### src/rtl/pcc_pkg.sv
// Shared types, constants and codes for the colon path converter.
package pcc_pkg;

  localparam int VOL_MAX_DEFAULT = 32;
  localparam int LA_DEPTH        = 8;
  localparam int VOL_BYTES_HW    = 32;

  localparam logic [7:0] CH_COLON = 8'h3A;
  localparam logic [7:0] CH_SLASH = 8'h2F;
  localparam logic [7:0] CH_DOT   = 8'h2E;

  // Datapath operation codes
  localparam logic [1:0] OP_PUSH  = 2'd0;
  localparam logic [1:0] OP_FHELD = 2'd1;
  localparam logic [1:0] OP_TERM  = 2'd2;
  localparam logic [1:0] OP_NONE  = 2'd3;

  // Push byte source
  localparam logic SEL_LIT = 1'b0;
  localparam logic SEL_VOL = 1'b1;

  // Configuration register indexes
  localparam logic [2:0] REG_VOL_LEN = 3'd0;
  localparam logic [2:0] REG_WORD0   = 3'd1;
  localparam logic [2:0] REG_WORD1   = 3'd2;
  localparam logic [2:0] REG_WORD2   = 3'd3;
  localparam logic [2:0] REG_WORD3   = 3'd4;
  localparam logic [2:0] REG_LIMIT   = 3'd5;

  typedef struct packed {
    logic       go;
    logic [1:0] op;
    logic       sel;
    logic [7:0] lit;
    logic [4:0] vidx;
  } pcc_cmd_t;

  typedef struct packed {
    logic       rdy;
    logic [5:0] vol_len;
  } pcc_stat_t;

  // "Volumes/" prefix byte at position i
  function automatic logic [7:0] vol_prefix(input logic [2:0] i);
    logic [7:0] b;
    case (i)
      3'd0:    b = 8'h56;
      3'd1:    b = 8'h6F;
      3'd2:    b = 8'h6C;
      3'd3:    b = 8'h75;
      3'd4:    b = 8'h6D;
      3'd5:    b = 8'h65;
      3'd6:    b = 8'h73;
      default: b = CH_SLASH;
    endcase
    return b;
  endfunction

endpackage

### src/rtl/pcc_dpath.sv
// Datapath: config registers, held colon, emitted count and output beat register.
module pcc_dpath import pcc_pkg::*; #(
  parameter int VOLUME_MAX_BYTES = VOL_MAX_DEFAULT
) (
  input  logic        clk,
  input  logic        rst_n,
  input  logic        cfg_we,
  input  logic [2:0]  cfg_index,
  input  logic [63:0] cfg_data,
  input  pcc_cmd_t    cmd,
  output pcc_stat_t   stat,
  output logic        out_valid,
  input  logic        out_stall,
  output logic [7:0]  out_byte,
  output logic        out_last_of_path
);

  localparam int LEN_CAP = (VOLUME_MAX_BYTES < VOL_BYTES_HW) ? VOLUME_MAX_BYTES : VOL_BYTES_HW;

  logic [5:0]   vol_len_r;
  logic [255:0] vol_r;
  logic [12:0]  limit_r;
  logic         held_r, held_nxt;
  logic [7:0]   prev_r, prev_nxt;
  logic [12:0]  cnt_r, cnt_nxt;
  logic         pend_r, pend_nxt;
  logic [7:0]   pend_byte_r, pend_byte_nxt;
  logic         ov_r, ov_nxt;
  logic [7:0]   ob_r, ob_nxt;
  logic         ol_r, ol_nxt;

  logic        can_send;
  logic [12:0] maxb;
  logic [7:0]  pbyte;

  assign can_send = !ov_r || !out_stall;
  assign maxb     = (limit_r == 13'd0) ? 13'd0 : limit_r - 13'd1;
  assign pbyte    = (cmd.sel == SEL_VOL) ? vol_r[{cmd.vidx, 3'b000} +: 8] : cmd.lit;

  assign stat.rdy     = can_send && !pend_r;
  assign stat.vol_len = (vol_len_r > 6'(LEN_CAP)) ? 6'(LEN_CAP) : vol_len_r;

  // Config writes
  always_ff @(posedge clk) begin
    if (!rst_n) begin
      vol_len_r       <= 6'd12;
      vol_r[63:0]     <= 64'd8316995054339940685;
      vol_r[127:64]   <= 64'd1145577576;
      vol_r[255:128]  <= '0;
      limit_r         <= 13'd256;
    end else if (cfg_we) begin
      case (cfg_index)
        REG_VOL_LEN: vol_len_r       <= cfg_data[5:0];
        REG_WORD0:   vol_r[63:0]     <= cfg_data;
        REG_WORD1:   vol_r[127:64]   <= cfg_data;
        REG_WORD2:   vol_r[191:128]  <= cfg_data;
        REG_WORD3:   vol_r[255:192]  <= cfg_data;
        REG_LIMIT:   limit_r         <= cfg_data[12:0];
        default: ;
      endcase
    end
  end

  // Push / finish / terminate operations
  always_comb begin
    held_nxt      = held_r;
    prev_nxt      = prev_r;
    cnt_nxt       = cnt_r;
    pend_nxt      = pend_r;
    pend_byte_nxt = pend_byte_r;
    ov_nxt        = ov_r && out_stall;
    ob_nxt        = ob_r;
    ol_nxt        = ol_r;
    if (pend_r && can_send) begin
      ov_nxt   = 1'b1;
      ob_nxt   = pend_byte_r;
      ol_nxt   = 1'b0;
      prev_nxt = pend_byte_r;
      pend_nxt = 1'b0;
    end else if (cmd.go && stat.rdy) begin
      case (cmd.op)
        OP_PUSH: begin
          if (cnt_r < maxb) begin
            cnt_nxt = cnt_r + 13'd1;
            if (held_r) begin
              ov_nxt   = 1'b1;
              ob_nxt   = CH_COLON;
              ol_nxt   = 1'b0;
              prev_nxt = CH_COLON;
              if (pbyte != CH_COLON) begin
                held_nxt      = 1'b0;
                pend_nxt      = 1'b1;
                pend_byte_nxt = pbyte;
              end
            end else if (pbyte == CH_COLON) begin
              held_nxt = 1'b1;
            end else begin
              ov_nxt   = 1'b1;
              ob_nxt   = pbyte;
              ol_nxt   = 1'b0;
              prev_nxt = pbyte;
            end
          end
        end
        OP_FHELD: begin
          // trailing colon dropped unless it stands alone or follows a colon
          if (held_r && !(cnt_r >= 13'd2 && prev_r != CH_COLON)) begin
            ov_nxt = 1'b1;
            ob_nxt = CH_COLON;
            ol_nxt = 1'b0;
          end
          held_nxt = 1'b0;
        end
        OP_TERM: begin
          ov_nxt   = 1'b1;
          ob_nxt   = 8'h00;
          ol_nxt   = 1'b1;
          held_nxt = 1'b0;
          prev_nxt = 8'h00;
          cnt_nxt  = '0;
        end
        default: ;
      endcase
    end
  end

  always_ff @(posedge clk) begin
    if (!rst_n) begin
      held_r <= 1'b0;
      prev_r <= '0;
      cnt_r  <= '0;
      pend_r <= 1'b0;
      ov_r   <= 1'b0;
    end else begin
      held_r <= held_nxt;
      prev_r <= prev_nxt;
      cnt_r  <= cnt_nxt;
      pend_r <= pend_nxt;
      ov_r   <= ov_nxt;
    end
  end

  always_ff @(posedge clk) begin
    pend_byte_r <= pend_byte_nxt;
    ob_r        <= ob_nxt;
    ol_r        <= ol_nxt;
  end

  assign out_valid        = ov_r;
  assign out_byte         = ob_r;
  assign out_last_of_path = ol_r;

endmodule

### src/rtl/pcc_ctrl.sv
// Controller: path phase, input beat capture and push sequencing.
module pcc_ctrl import pcc_pkg::*; (
  input  logic       clk,
  input  logic       rst_n,
  input  logic       in_valid,
  output logic       in_stall,
  input  logic [7:0] in_byte,
  input  logic       in_end_of_path,
  input  pcc_stat_t  stat,
  output pcc_cmd_t   cmd
);

  // Sequencer states
  localparam logic [2:0] S_IDLE  = 3'd0;
  localparam logic [2:0] S_FEED  = 3'd1;
  localparam logic [2:0] S_VOL   = 3'd2;
  localparam logic [2:0] S_VCOL  = 3'd3;
  localparam logic [2:0] S_REP   = 3'd4;
  localparam logic [2:0] S_FINPH = 3'd5;
  localparam logic [2:0] S_FHELD = 3'd6;
  localparam logic [2:0] S_TERM  = 3'd7;

  // Path phases
  localparam logic [3:0] PH_START      = 4'd0;
  localparam logic [3:0] PH_VOL        = 4'd1;
  localparam logic [3:0] PH_REL_DOT    = 4'd2;
  localparam logic [3:0] PH_REL_DOTDOT = 4'd3;
  localparam logic [3:0] PH_NORMAL     = 4'd4;
  localparam logic [3:0] PH_SLASH      = 4'd5;
  localparam logic [3:0] PH_SL_DOT     = 4'd6;
  localparam logic [3:0] PH_SL_DOTDOT  = 4'd7;
  localparam logic [3:0] PH_DOT_OWE    = 4'd8;

  logic [2:0] st_r, st_nxt;
  logic [3:0] ph_r, ph_nxt;
  logic [2:0] la_r, la_nxt;
  logic [5:0] i_r, i_nxt;
  logic       vfin_r, vfin_nxt;
  logic [7:0] c_r;
  logic       eop_r;
  logic       acc;

  assign in_stall = (st_r != S_IDLE);
  assign acc      = in_valid && !in_stall;

  always_comb begin
    st_nxt   = st_r;
    ph_nxt   = ph_r;
    la_nxt   = la_r;
    i_nxt    = i_r;
    vfin_nxt = vfin_r;
    cmd.go   = 1'b0;
    cmd.op   = OP_NONE;
    cmd.sel  = SEL_LIT;
    cmd.lit  = c_r;
    cmd.vidx = i_r[4:0];
    case (st_r)
      S_IDLE: begin
        if (acc) st_nxt = (in_byte == 8'h00) ? S_FINPH : S_FEED;
      end
      S_FEED: begin
        if (stat.rdy) begin
          // one conversion step; stays in S_FEED when the byte is fed again
          st_nxt = eop_r ? S_FINPH : S_IDLE;
          case (ph_r)
            PH_START: begin
              if (c_r == CH_SLASH) begin
                ph_nxt = PH_VOL;
                la_nxt = '0;
              end else begin
                cmd.go  = 1'b1;
                cmd.op  = OP_PUSH;
                cmd.lit = CH_COLON;
                if (c_r == CH_DOT) ph_nxt = PH_REL_DOT;
                else begin
                  ph_nxt = PH_NORMAL;
                  st_nxt = S_FEED;
                end
              end
            end
            PH_VOL: begin
              if (c_r == vol_prefix(la_r)) begin
                la_nxt = la_r + 3'd1;
                if (la_r == 3'(LA_DEPTH - 1)) ph_nxt = PH_NORMAL;
              end else begin
                st_nxt   = S_VOL;
                i_nxt    = '0;
                vfin_nxt = 1'b0;
              end
            end
            PH_REL_DOT: begin
              if (c_r == CH_SLASH) ph_nxt = PH_NORMAL;
              else if (c_r == CH_DOT) ph_nxt = PH_REL_DOTDOT;
              else begin
                cmd.go  = 1'b1;
                cmd.op  = OP_PUSH;
                cmd.lit = CH_DOT;
                ph_nxt  = PH_NORMAL;
                st_nxt  = S_FEED;
              end
            end
            PH_REL_DOTDOT, PH_SL_DOTDOT: begin
              cmd.go = 1'b1;
              cmd.op = OP_PUSH;
              if (c_r == CH_SLASH) begin
                cmd.lit = CH_COLON;
                ph_nxt  = PH_NORMAL;
              end else begin
                cmd.lit = CH_DOT;
                ph_nxt  = PH_DOT_OWE;
                st_nxt  = S_FEED;
              end
            end
            PH_DOT_OWE: begin
              cmd.go  = 1'b1;
              cmd.op  = OP_PUSH;
              cmd.lit = CH_DOT;
              ph_nxt  = PH_NORMAL;
              st_nxt  = S_FEED;
            end
            PH_SLASH: begin
              if (c_r == CH_DOT) ph_nxt = PH_SL_DOT;
              else if (c_r != CH_SLASH) begin
                cmd.go = 1'b1;
                cmd.op = OP_PUSH;
                ph_nxt = PH_NORMAL;
              end
            end
            PH_SL_DOT: begin
              if (c_r == CH_DOT) ph_nxt = PH_SL_DOTDOT;
              else begin
                cmd.go  = 1'b1;
                cmd.op  = OP_PUSH;
                cmd.lit = CH_DOT;
                ph_nxt  = PH_NORMAL;
                st_nxt  = S_FEED;
              end
            end
            default: begin
              cmd.go = 1'b1;
              cmd.op = OP_PUSH;
              if (c_r == CH_SLASH) begin
                cmd.lit = CH_COLON;
                ph_nxt  = PH_SLASH;
              end else begin
                ph_nxt = PH_NORMAL;
              end
            end
          endcase
        end
      end
      S_VOL: begin
        // default volume name, one byte a step
        if (i_r >= stat.vol_len) st_nxt = S_VCOL;
        else if (stat.rdy) begin
          cmd.go  = 1'b1;
          cmd.op  = OP_PUSH;
          cmd.sel = SEL_VOL;
          i_nxt   = i_r + 6'd1;
        end
      end
      S_VCOL: begin
        if (stat.rdy) begin
          cmd.go  = 1'b1;
          cmd.op  = OP_PUSH;
          cmd.lit = CH_COLON;
          i_nxt   = '0;
          st_nxt  = S_REP;
        end
      end
      S_REP: begin
        // replay the matched part of the prefix
        if (i_r >= {3'b000, la_r}) begin
          la_nxt = '0;
          ph_nxt = PH_NORMAL;
          st_nxt = vfin_r ? S_FHELD : S_FEED;
        end else if (stat.rdy) begin
          cmd.go  = 1'b1;
          cmd.op  = OP_PUSH;
          cmd.lit = vol_prefix(i_r[2:0]);
          i_nxt   = i_r + 6'd1;
        end
      end
      S_FINPH: begin
        if (ph_r == PH_VOL) begin
          vfin_nxt = 1'b1;
          i_nxt    = '0;
          st_nxt   = S_VOL;
        end else if (stat.rdy) begin
          st_nxt = S_FHELD;
          if (ph_r == PH_REL_DOTDOT || ph_r == PH_SL_DOTDOT) begin
            cmd.go  = 1'b1;
            cmd.op  = OP_PUSH;
            cmd.lit = CH_COLON;
          end else if (ph_r == PH_SL_DOT) begin
            cmd.go  = 1'b1;
            cmd.op  = OP_PUSH;
            cmd.lit = CH_DOT;
          end
        end
      end
      S_FHELD: begin
        if (stat.rdy) begin
          cmd.go = 1'b1;
          cmd.op = OP_FHELD;
          st_nxt = S_TERM;
        end
      end
      default: begin
        if (stat.rdy) begin
          cmd.go = 1'b1;
          cmd.op = OP_TERM;
          ph_nxt = PH_START;
          la_nxt = '0;
          st_nxt = S_IDLE;
        end
      end
    endcase
  end

  always_ff @(posedge clk) begin
    if (!rst_n) begin
      st_r   <= S_IDLE;
      ph_r   <= PH_START;
      la_r   <= '0;
      i_r    <= '0;
      vfin_r <= 1'b0;
    end else begin
      st_r   <= st_nxt;
      ph_r   <= ph_nxt;
      la_r   <= la_nxt;
      i_r    <= i_nxt;
      vfin_r <= vfin_nxt;
    end
  end

  // Input beat capture
  always_ff @(posedge clk) begin
    if (acc) begin
      c_r   <= in_byte;
      eop_r <= in_end_of_path;
    end
  end

endmodule

### src/rtl/posix_to_colon_path_converter_unit.sv
// Top level of the slash-path to colon-path converter.
// Takes one path byte per input beat and streams the colon path, ending each path with a
// zero beat flagged last_of_path. An ordinary byte is captured, then handled in one push
// step; in_stall holds off the next byte until the controller is idle. Most output bytes
// cost one push step (a byte held behind a released colon goes out without one), so the
// path head (default volume name, colon and replayed prefix) and the end of path
// (finish, trailing colon check, terminator: three steps) take longer. The output
// register holds a beat on out_stall; the controller then waits at each step needing rdy.
module posix_to_colon_path_converter_unit import pcc_pkg::*; #(
  parameter int VOLUME_MAX_BYTES = VOL_MAX_DEFAULT
) (
  input  logic        clk,
  input  logic        rst_n,
  input  logic        in_valid,
  output logic        in_stall,
  input  logic [7:0]  in_byte,
  input  logic        in_end_of_path,
  output logic        out_valid,
  input  logic        out_stall,
  output logic [7:0]  out_byte,
  output logic        out_last_of_path,
  input  logic        cfg_we,
  input  logic [2:0]  cfg_index,
  input  logic [63:0] cfg_data
);

  pcc_cmd_t  cmd;
  pcc_stat_t stat;

  pcc_ctrl u_ctrl (
    .clk(clk), .rst_n(rst_n),
    .in_valid(in_valid), .in_stall(in_stall),
    .in_byte(in_byte), .in_end_of_path(in_end_of_path),
    .stat(stat), .cmd(cmd)
  );

  pcc_dpath #(.VOLUME_MAX_BYTES(VOLUME_MAX_BYTES)) u_dpath (
    .clk(clk), .rst_n(rst_n),
    .cfg_we(cfg_we), .cfg_index(cfg_index), .cfg_data(cfg_data),
    .cmd(cmd), .stat(stat),
    .out_valid(out_valid), .out_stall(out_stall),
    .out_byte(out_byte), .out_last_of_path(out_last_of_path)
  );

endmodule

### config.mk
export PLATFORM = sky130hd
export DESIGN_NAME = posix_to_colon_path_converter_unit
export DESIGN_NICKNAME = d
export VERILOG_FILES = /design/src/rtl/pcc_pkg.sv /design/src/rtl/pcc_dpath.sv /design/src/rtl/pcc_ctrl.sv /design/src/rtl/posix_to_colon_path_converter_unit.sv
export SDC_FILE = /design/constraint.sdc
export NUM_CORES = 1
export LEC_CHECK = 0
export BUFFER_PORTS_ARGS = -buffer_cell sky130_fd_sc_hd__buf_2
export CAP_MARGIN = 25
export CORE_ASPECT_RATIO = 0.8
export CORE_MARGIN = 1
export CORE_UTILIZATION = 31
export DETAILED_ROUTE_END_ITERATION = 10
export MAX_ROUTING_LAYER = met4
export REMOVE_ABC_BUFFERS = 1
export SETUP_SLACK_MARGIN = 0.05
export SLEW_MARGIN = 20
export SYNTH_ARGS = -nofsm -noshare
export SYNTH_HDL_FRONTEND = slang
export SYNTH_SLANG_ARGS = --single-unit
### constraint.sdc
create_clock -name clk -period 4.8 [get_ports clk]
set_clock_uncertainty 0.2 [all_clocks]
set_input_delay 0.96 -clock clk [delete_from_list [all_inputs] [get_ports clk]]
set_output_delay 0.96 -clock clk [all_outputs]
set_load 0.02 [all_outputs]
Yosys cells after proc, flatten, opt, wreduce, memory -nomap -nowiden
Index checks and enable logic that the tools add are counted.
Widths: inputs -> output; s select.
{"block": "word_totals", "reg_bits": 342, "out_inout_bits": 11}
{"block": "classes", "add_sub_neg": 4, "magnitude_cmp": 5, "eq_ne": 63, "shifts": 1, "n_mux": 125, "n_bitwise": 3, "reduce_logical": 57}
{"op": "$shiftx 256x9->8", "count": 1}
{"op": "$mux 8", "count": 24}
{"op": "$mux 3", "count": 36}
{"op": "$pmux 7 s7", "count": 2}
{"op": "$mux 6", "count": 9}
{"op": "$mux 4", "count": 12}
{"op": "$pmux 8 s6", "count": 1}
{"op": "$pmux 3 s7", "count": 2}
{"op": "$eq 3x3->1 const B", "count": 12}
{"op": "$pmux 8 s4", "count": 1}
{"op": "$pmux 3 s5", "count": 2}
{"op": "$pmux 6 s5", "count": 1}
{"op": "$pmux 4 s7", "count": 1}
{"op": "$mux 13", "count": 2}
{"op": "$pmux 13 s2", "count": 1}
{"op": "$eq 3x2->1 const B", "count": 8}
{"op": "$eq 8x6->1 const B", "count": 3}
{"op": "$ne 8x6->1 const B", "count": 3}
{"op": "$pmux 8 s3", "count": 1}
{"op": "$mux 1", "count": 20}
{"op": "$ne 2x1->1 const B", "count": 10}
{"op": "$reduce_and 5->1", "count": 4}
{"op": "$pmux 8 s2", "count": 1}
{"op": "$reduce_and 8->1", "count": 2}
{"op": "other kinds (47)", "count": 99}

Logic depth before layout (Yosys ltp)
Gate-level depths: netlist (run 1).
{"block": "depth", "depth_word": 14, "depth_mapped": 19}

Hierarchy
Synthesis (run 1) repeated with hierarchy kept, for this count alone.
{"block": "unflattened", "cells_unflattened": 2142, "area_unflattened_um2": 17925.9}
{"mod": "pcc_dpath", "instances": 1, "cells_each": 1715, "area_each_um2": 14826.7}
{"mod": "pcc_ctrl", "instances": 1, "cells_each": 427, "area_each_um2": 3099.2}

Worst setup path before layout (run 1)
No wires, ideal clock.
{"block": "synth_timing", "path_type": "register to register", "start": "register u_ctrl.i_r[0]", "end": "register u_dpath.ob_r[0], in the netlist u_dpath.out_byte[0], enable pin", "setup_time_ns": 0.387, "arrival_time_ns": 4.128, "required_ns": 4.213, "path_slack_ns": 0.085, "stages_incl_launch_ff": 19, "path_buffers": 3, "period_less_slack_ns": 4.715, "path_cell_list": "dfxtp_1 buf_4 buf_4 buf_2 inv_1 ha_1 nand2b_1 a211oi_1 o211a_1 o21ai_0 a2111oi_0 or2_2 inv_1 ha_1 nand2_1 nand2_1 a41oi_1 nor2_1 o31ai_1"}
{"block": "synth_between", "elab_chain_cells": 9, "elab_cells_between_ends": 30, "classes_between": "2 x order compare; 12 x eq/ne; 1 x shift; 9 x mux; 6 x reduce/logical"}
{"element": "from (decl)", "line": "pcc_ctrl.sv:37", "text": "logic [5:0] i_r, i_nxt;"}
{"element": "from (signal assigned)", "line": "pcc_ctrl.sv:232", "text": "i_r <= i_nxt;"}
{"element": "branches (longest 8 deep; another with $shiftx 256x9->8)"}
{"element": "$reduce_and 5->1 (no line) *"}
{"element": "to (signal assigned)", "line": "pcc_dpath.sv:145", "text": "ob_r <= ob_nxt;"}
{"element": "to (decl)", "line": "pcc_dpath.sv:29", "text": "logic [7:0] ob_r, ob_nxt;"}
Mark *: on every way between the ends.
A chain may end at the register's enable or synchronous reset.

Worst setup path in the final report (run 1)
{"block": "layout_timing", "start": "register u_dpath.limit_r[0]", "end": "register u_dpath.pend_byte_r[5], enable pin"}
{"block": "layout_between", "elab_chain_cells": 4, "elab_cells_between_ends": 5, "classes_between": "1 x add/sub; 1 x order compare; 1 x mux; 2 x reduce/logical"}
{"element": "from (decl)", "line": "pcc_dpath.sv:22", "text": "logic [12:0] limit_r;"}
{"element": "from (signal assigned)", "line": "pcc_dpath.sv:58", "text": "REG_LIMIT: limit_r <= cfg_data[12:0];"}
{"element": "$sub 13x1->13 or $logic_not 13->1 (tied branches)", "line": "pcc_dpath.sv:37", "text": "assign maxb = (limit_r == 13'd0) ? 13'd0 : limit_r - 13'd1;"}
{"element": "$mux 13 *", "line": "pcc_dpath.sv:37"}
{"element": "$lt 13x13->1 *", "line": "pcc_dpath.sv:83", "text": "if (cnt_r < maxb) begin"}
{"element": "$reduce_and 6->1 (no line) *"}
{"element": "to (signal assigned)", "line": "pcc_dpath.sv:144", "text": "pend_byte_r <= pend_byte_nxt;"}
{"element": "to (decl)", "line": "pcc_dpath.sv:27", "text": "logic [7:0] pend_byte_r, pend_byte_nxt;"}
Every way passes the cells marked *; elsewhere a longest branch is shown, timed or not.

==> results of run 1 <==
-- logic make-up (layout without fill, tap and decap cells) --
family / count (synthesis) / after routing / synth area share
multiplexers: 120 / 120 / 0.09638
flip-flops: 342 / 342 / 0.4151
AO/OA/AOI/OAI: 483 / 483 / 0.1639
buffers and inverters: 183 / 247 / 0.04259
other: 0 / 2 / 0
XOR/XNOR: 25 / 25 / 0.01281
AND/OR/NAND/NOR: 952 / 952 / 0.2422
adder cells (fa/ha/maj): 37 / 37 / 0.02708
-- cell type report --
cell class / instances / area share
Inverter: 32 / 0.006390
Clock buffer: 55 / 0.05399
Clock inverter: 8 / 0.006709
Sequential cell: 342 / 0.3629
Antenna cell: 2 / 0.0002556
Timing Repair Buffer: 152 / 0.04895
Tap cell: 702 / 0.04486
Multi-Input combinational cell: 1617 / 0.4760
-- worst register-to-register path, stage by stage, from the launching register on --
cell and delay [ps]:
dfxtp_1 340, or4_1 570, or3_1 400, nor4_1 250, xor2_1 190, nand2_1 90
ha_1 200, a21o_1 150, a21o_1 170, a21oi_1 160, o211ai_1 110, a31oi_1 240
buf_4 190, nand3_1 80, nor3b_1 470, buf_2 280
-- timing repair --
item	in CTS	in global routing
endpoints found under the hold margin	0	0
setup endpoints to repair	4	15
gates cloned	0	0
setup buffers	0	0
gates resized for setup	1	2
-- worst min-delay path by stage --
stage                                        end  slack, ps  depth (start not counted)                               from
2_1_floorplan  u_dpath.vol_len_r[0]$_SDFFE_PN0P_        230                          2  u_dpath.vol_len_r[0]$_SDFFE_PN0P_
3_3_place_gp     u_dpath.vol_r[147]$_SDFFE_PN0P_        240                          2    u_dpath.vol_r[147]$_SDFFE_PN0P_
3_5_place_dp      u_dpath.vol_r[80]$_SDFFE_PN0P_        240                          2     u_dpath.vol_r[80]$_SDFFE_PN0P_
4_1_cts           u_dpath.vol_r[80]$_SDFFE_PN0P_        250                          2     u_dpath.vol_r[80]$_SDFFE_PN0P_
5_1_grt          u_dpath.vol_r[112]$_SDFFE_PN0P_        270                          2    u_dpath.vol_r[112]$_SDFFE_PN0P_
6_report          u_dpath.vol_r[80]$_SDFFE_PN0P_        250                          2     u_dpath.vol_r[80]$_SDFFE_PN0P_
-- through the flow --
step / setup WS, ps / hold slack (ps) / util / instances
2_1_floorplan: -1836 / 231.8 / - / 1991
3_3_place_gp: 61.46 / 239.1 / 0.3391 / 2842
3_5_place_dp: 45.01 / 244.5 / 0.3393 / 2844
4_1_cts: 148.0 / 253.3 / 0.3614 / 2907
5_1_grt: 46.90 / 265.6 / 0.3619 / 2910
6_report: 417.0 / 253.5 / 0.3619 / 2910
-- power groups by stage --
stage | clock (mW) | combinational (mW) | sequential, mW
6_report | 2.84 | 2.31 | 3.19
5_1_grt | 3.04 | 2.53 | 3.21
4_1_cts | 2.91 | 2.26 | 3.19
3_5_place_dp | 0 | 2.25 | 3.25
3_3_place_gp | 0 | 2.22 | 3.25
2_1_floorplan | 0 | 1.36 | 3.38
-- cells in the mapped netlist, types with 7 or more instances --
cell	number	area share
ha_1	37	0.027
o211ai_1	7	0.0031
and3_1	10	0.0037
a22oi_1	12	0.0053
clkbuf_1	128	0.028
dfxtp_1	317	0.37
nor4_1	16	0.0059
o21ai_0	63	0.018
nor2_1	67	0.015
or2_2	7	0.0026
xnor2_1	16	0.0082
nand2_1	629	0.14
mux2_2	7	0.0046
a21oi_1	286	0.084
or3_1	10	0.0037
a31oi_1	13	0.0048
nand3_1	92	0.027
buf_2	12	0.0035
inv_1	32	0.0070
mux4_2	35	0.046
nor3_1	31	0.0091
o21a_1	9	0.0040
a21o_1	7	0.0031
o22ai_1	14	0.0051
nor3b_1	8	0.0035
or4_1	9	0.0040
o31ai_1	10	0.0044
mux2i_1	78	0.046
xor2_1	9	0.0046
nor2b_1	18	0.0066
nand2b_1	15	0.0055
edfxtp_1	25	0.044
nand4_1	11	0.0040
and2_1	9	0.0033
-- metal layers --
| metal | global-route usage | vias to the layer above | wire, um |
|---|---|---|---|
| li1 | - | 7535 | - |
| met1 | 0.2681 | 7531 | 24850 |
| met2 | 0.2936 | 550 | 23410 |
| met3 | 0.02768 | 58 | 3856 |
| met4 | 0.03869 | 0 | 834 |
| met5 | - | - | 0 |
-- sequential cells by signal, indices dropped and copies added, names as in the netlist --
| name | count |
|---|---|
| u_ctrl.ph_r | 4 |
| u_dpath.held_r | 1 |
| u_dpath.out_last_of_path | 1 |
| u_ctrl.i_r | 6 |
| u_dpath.pend_r | 1 |
| u_dpath.out_valid | 1 |
| u_ctrl.c_r | 8 |
| u_ctrl.eop_r | 1 |
| u_ctrl.st_r | 3 |
| u_dpath.cnt_r | 13 |
| u_ctrl.vfin_r | 1 |
| u_dpath.prev_r | 8 |
| u_ctrl.la_r | 3 |
| u_dpath.pend_byte_r | 8 |
| u_dpath.vol_r | 256 |
| u_dpath.limit_r | 13 |
| u_dpath.out_byte | 8 |
| u_dpath.vol_len_r | 6 |
==> flow_metrics.env, run 1 <==
export IMPL_intPower_mw=5.578
export IMPL_fin_nets=2299
export IMPL_reg2reg_depth=15
export IMPL_post_dp_cell_area_sq_um=18360
export IMPL_cellPowerDensity_nw_per_um2=426.2
export IMPL_pwr_share_comb=0.277
export IMPL_grt_usage=0.1916
export IMPL_syn_area_sq_um=17100
export IMPL_worstSetupStartpointType="register"
export IMPL_drive_gt1_frac=0.1247
export IMPL_worstMarginPinSlew_ps=887.8
export IMPL_final_cell_mix="nand2_1, dfxtp_1, a21oi_1"
export IMPL_synth_edf_count=25
export IMPL_place_hpwl_mm=36.13
export IMPL_antenna_left=0
export IMPL_place_congestion=0.9181
export IMPL_synth_area_per_cell_sq_um=7.982
export IMPL_synth_seq_cells=342
export IMPL_max_freq_mhz=228.2
export IMPL_clk_pin_slew_ps=60
export IMPL_min_path_type="register to register"
export IMPL_syn_to_final_growth_pct=14.53
export IMPL_fin_crit_ps=4383
export IMPL_fin_area_sq_um=19580
export IMPL_yosysUniqueCellTypes=78
export IMPL_grt_pass1_vias=14670
export IMPL_r2r_start="u_dpath.limit_r[0]$_SDFFE_PN0P_"
export IMPL_cts_buffer_depth=3
export IMPL_multiInputGateArea_sq_um=9320
export IMPL_setup_violations=0
export IMPL_p_leak_nw=6.989
export IMPL_clock_sinks=342
export IMPL_crit_type="register to register"
export IMPL_rows=76
export IMPL_drc=0
export IMPL_fp_dieW_um=264.6
export IMPL_crit_start="u_dpath.limit_r[0]$_SDFFE_PN0P_"
export IMPL_status="finished clean"
export IMPL_first_pass_iters=5
export IMPL_crit_fanout=6
export IMPL_crit_top_cell="a21o_1"
export IMPL_fin_crit_sh=0.9131
export IMPL_viasPerCell=5.386
export IMPL_ir_worst_vdd_uv=332.3
export IMPL_rr_endpoint="u_dpath.pend_byte_r[5]$_DFFE_PP_"
export IMPL_synth_ff_type="dfxtp_1"
export IMPL_power_mw=8.346
export IMPL_ctsHoldBuffers=0
export IMPL_worstPathRequired_ps=4840
export IMPL_drtIter0Drc=1369
export IMPL_cts_tree="built"
export IMPL_setup_tns_ps=0
export IMPL_cp_endpoint="u_dpath.pend_byte_r[5]$_DFFE_PP_"
export IMPL_overflow=0
export IMPL_clock_power_share=0.341
export IMPL_pwr_share_seq=0.383
export IMPL_wl_per_cell_um=18.20
export IMPL_p_sw_frac=0.3317
export IMPL_switchingPower_mw=2.768
export IMPL_start_util=0.3160
export IMPL_worst_path_largest_cell_delay_ps=570
export IMPL_numCtsBuffers=36
export IMPL_synth_async_reset_ratio=0
export IMPL_die_area_sq_um=56100
export IMPL_wirelength_mm=52.95
export IMPL_crit_family="simple AND/OR/NAND/NOR gates"
export IMPL_final_common_cell="nand2_1"
export IMPL_crit_buf_inv=2
export IMPL_hold_viol=0
export IMPL_cpMaxStageDelayCell="or4_1"
export IMPL_die_h_um=212.1
export IMPL_ys_seq_area_frac=0.4151
export IMPL_drv_cap=0
export IMPL_numPortBuffers=91
export IMPL_synth_warnings=0
export IMPL_ff2ff_setup_slack_ps=420
export IMPL_syn_inst=2142
export IMPL_fill_cells=5584
export IMPL_cp_end_kind="register"
export IMPL_core_sq_um=54110
export IMPL_critical_path_depth=15
export IMPL_cp_arrival_ps=4420
export IMPL_route_vias_total=15670
export IMPL_grt_max_degree=89
export IMPL_grt_pass1_wl_mm=83.50
export IMPL_clk_latency_ps=550
export IMPL_slew_violations=0
export IMPL_antenna_found_initial=2
export IMPL_rsz0062_at_grt="yes"
export IMPL_max_slew_margin_rel=0.4081
export IMPL_path_cells="or4_1, or3_1, nor4_1, xor2_1, nand2_1, ha_1, a21o_1, a21o_1, a21oi_1, o211ai_1, a31oi_1, buf_4, nand3_1, nor3b_1, buf_2"
export IMPL_seq_area_sq_um=7106
export IMPL_cts_max_level=2
export IMPL_clockRootBuffer="clkbuf_16"
export IMPL_ioPinCount=92
No activity file was read; power rests on OpenSTA's default activity.
==> inputs of run 2 (changes only) <==
--- a/config.mk
+++ b/config.mk
@@ -7,11 +7,14 @@
 export LEC_CHECK = 0
 export BUFFER_PORTS_ARGS = -buffer_cell sky130_fd_sc_hd__buf_2
 export CAP_MARGIN = 25
+export CELL_PAD_IN_SITES_DETAIL_PLACEMENT = 0
+export CELL_PAD_IN_SITES_GLOBAL_PLACEMENT = 1
 export CORE_ASPECT_RATIO = 0.8
 export CORE_MARGIN = 1
 export CORE_UTILIZATION = 31
 export DETAILED_ROUTE_END_ITERATION = 10
 export MAX_ROUTING_LAYER = met4
+export PLACE_DENSITY_LB_ADDON = 0.1
 export REMOVE_ABC_BUFFERS = 1
 export SETUP_SLACK_MARGIN = 0.05
 export SLEW_MARGIN = 20
==> run 2 against run 1 <==
Compared with the run above:
- flip-flop and latch count stayed put
- critical path type unchanged
- largest cell class unchanged
- fmax is 0.77% higher
- clock-buffer cell count is 6 higher
- sequential power barely moved
- first-iteration DRC count shrank 35%
- register-to-register slack improved by 30 ps
==> flow_metrics.env, run 2 (synthesis results as in run 1) <==
export IMPL_syn_to_final_growth_pct=14.50
export IMPL_wirelength_mm=57.76
export IMPL_ir_worst_vdd_uv=292.1
export IMPL_cp_arrival_ps=4420
export IMPL_crit_buf_inv=1
export IMPL_drc=0
export IMPL_crit_fanout=6
export IMPL_antenna_found_initial=1
export IMPL_r2r_start="u_dpath.limit_r[0]$_SDFFE_PN0P_"
export IMPL_holdWs_ps=249.1
export IMPL_drv_cap=0
export IMPL_place_hpwl_mm=38.67
export IMPL_clk_pin_slew_ps=60
export IMPL_first_pass_iters=5
export IMPL_top_register="u_dpath.vol_r"
export IMPL_path_cells="or4_1, or3_1, nor4_1, xor2_1, nand2_1, ha_1, a21o_1, a21o_1, a21oi_1, o211ai_1, a31oi_2, nand3_1, nor3b_1, buf_4"
export IMPL_seq_area_sq_um=7106
export IMPL_crit_family="simple AND/OR/NAND/NOR gates"
export IMPL_fp_dieW_um=264.6
export IMPL_worstSetupStartpointType="register"
export IMPL_pwr_share_seq=0.379
export IMPL_cp_end_kind="register"
export IMPL_crit_start="u_dpath.limit_r[0]$_SDFFE_PN0P_"
export IMPL_crit_top_cell="a21o_1"
export IMPL_crit_type="register to register"
export IMPL_clock_sinks=342
export IMPL_instances_no_fill=2905
export IMPL_numPortBuffers=91
export IMPL_fill_cells=5665
export IMPL_viasPerCell=5.241
export IMPL_cts_max_level=2
export IMPL_top_regs="u_dpath.vol_r x256, u_dpath.cnt_r x13, u_dpath.limit_r x13"
export IMPL_p_sw_frac=0.3367
export IMPL_cellPowerDensity_nw_per_um2=432.4
export IMPL_switchingPower_mw=2.850
export IMPL_largest_reg_flops=256
export IMPL_max_freq_mhz=229.9
export IMPL_rsz0062_at_grt="no"
export IMPL_hold_viol=0
export IMPL_hold_start="u_dpath.vol_len_r[0]$_SDFFE_PN0P_"
export IMPL_grt_usage=0.2145
export IMPL_numCtsBuffers=40
export IMPL_slew_violations=0
export IMPL_final_cell_mix="nand2_1, dfxtp_1, a21oi_1"
export IMPL_die_h_um=212.1
export IMPL_place_congestion=0.8512
export IMPL_cts_buffer_depth=3
export IMPL_min_path_type="register to register"
export IMPL_multiInputGateArea_sq_um=9316
export IMPL_cpMaxStageDelayCell="or4_1"
export IMPL_placedCellCount=2837
export IMPL_overflow=0
export IMPL_core_sq_um=54110
export IMPL_route_vias_total=15230
export IMPL_intPower_mw=5.615
export IMPL_drtIter0Drc=895
export IMPL_die_area_sq_um=56100
export IMPL_grt_pass1_vias=14890
export IMPL_fin_crit_ps=4350
export IMPL_cts_tree="built"
export IMPL_antenna_left=0
export IMPL_grt_pass1_wl_mm=90.60
export IMPL_clock_power_share=0.350
export IMPL_clockRootBuffer="clkbuf_16"
export IMPL_start_util=0.3160
export IMPL_worstPathRequired_ps=4870
export IMPL_post_cts_buffers=0
export IMPL_drive_gt1_frac=0.1235
export IMPL_rows=76
export IMPL_wl_per_cell_um=19.88
export IMPL_clk_latency_ps=570
export IMPL_final_common_cell="nand2_1"
export IMPL_fin_nets=2295
export IMPL_pwr_share_comb=0.271
export IMPL_worst_path_largest_cell_delay_ps=580
export IMPL_setup_violations=0
export IMPL_grt_max_degree=107
export IMPL_p_leak_nw=6.987
export IMPL_fin_crit_sh=0.9062
export IMPL_worstMarginPinSlew_ps=846.3
export IMPL_status="finished clean"
export IMPL_max_slew_margin_rel=0.4358
export IMPL_ioPinCount=92
[run 2: worst reg2reg max path: stages, from the launching register on]
cell	delay [ps]
dfxtp_1	340
or4_1	580
or3_1	420
nor4_1	260
xor2_1	180
nand2_1	70
ha_1	190
a21o_1	150
a21o_1	170
a21oi_1	130
o211ai_1	110
a31oi_2	350
nand3_1	120
nor3b_1	510
buf_4	260
[run 2: final timing paths]
kind / endpoint / slack (ps) / cells past startpoint
max reg2reg: u_dpath.pend_byte_r[6]$_DFFE_PP_ / 450 / 14
max: u_dpath.pend_byte_r[6]$_DFFE_PP_ / 450 / 14
min reg2reg: u_dpath.vol_len_r[0]$_SDFFE_PN0P_ / 250 / 2
min: u_dpath.vol_len_r[0]$_SDFFE_PN0P_ / 250 / 2
[run 2: final cells by class]
class | instances | share of cell area
repair buffers | 144 | 0.04615
clock inverters | 6 | 0.003196
inverters | 32 | 0.006519
diodes | 1 | 0.0001278
multi-input cells | 1617 | 0.4759
clock buffers | 61 | 0.06027
well taps | 702 | 0.04487
flip-flops and latches | 342 | 0.3630
[run 2: metal layers]
metal | vias to the layer above | global-route usage | share of wire
li1 | 7542 | - | -
met1 | 7324 | 0.3109 | 0.52
met2 | 308 | 0.3120 | 0.42
met3 | 51 | 0.03243 | 0.045
met4 | 0 | 0.04751 | 0.017
met5 | - | - | 0
[run 2: stage by stage]
stage	TNS, ps	total power, mW	utilization	instance area, sq um	setup WS (ps)
floorplan	-94030	4.733	-	16490	-1836
global placement	0	5.575	0.3385	18320	129.6
detailed placement	0	5.571	0.3385	18320	47.08
CTS	0	8.581	0.3616	19560	155.2
global route	0	8.945	0.3618	19580	99.44
finish	0	8.465	0.3618	19580	450.4
[run 2: power by group through the flow]
stage                     registers, mW  logic, mW  clock network, mW
after floorplan                    3.38       1.36                  0
after global placement             3.27       2.31                  0
after detailed placement           3.27       2.30                  0
after CTS                          3.21       2.31               3.06
after global routing               3.23       2.55               3.17
final                              3.21       2.30               2.96
[run 2: what timing repair did]
item,4_1_cts,5_1_grt
resized for setup,1,2
hold endpoints to repair,0,0
hold buffers,0,0
cloned,0,0
endpoints found under the setup margin,1,29
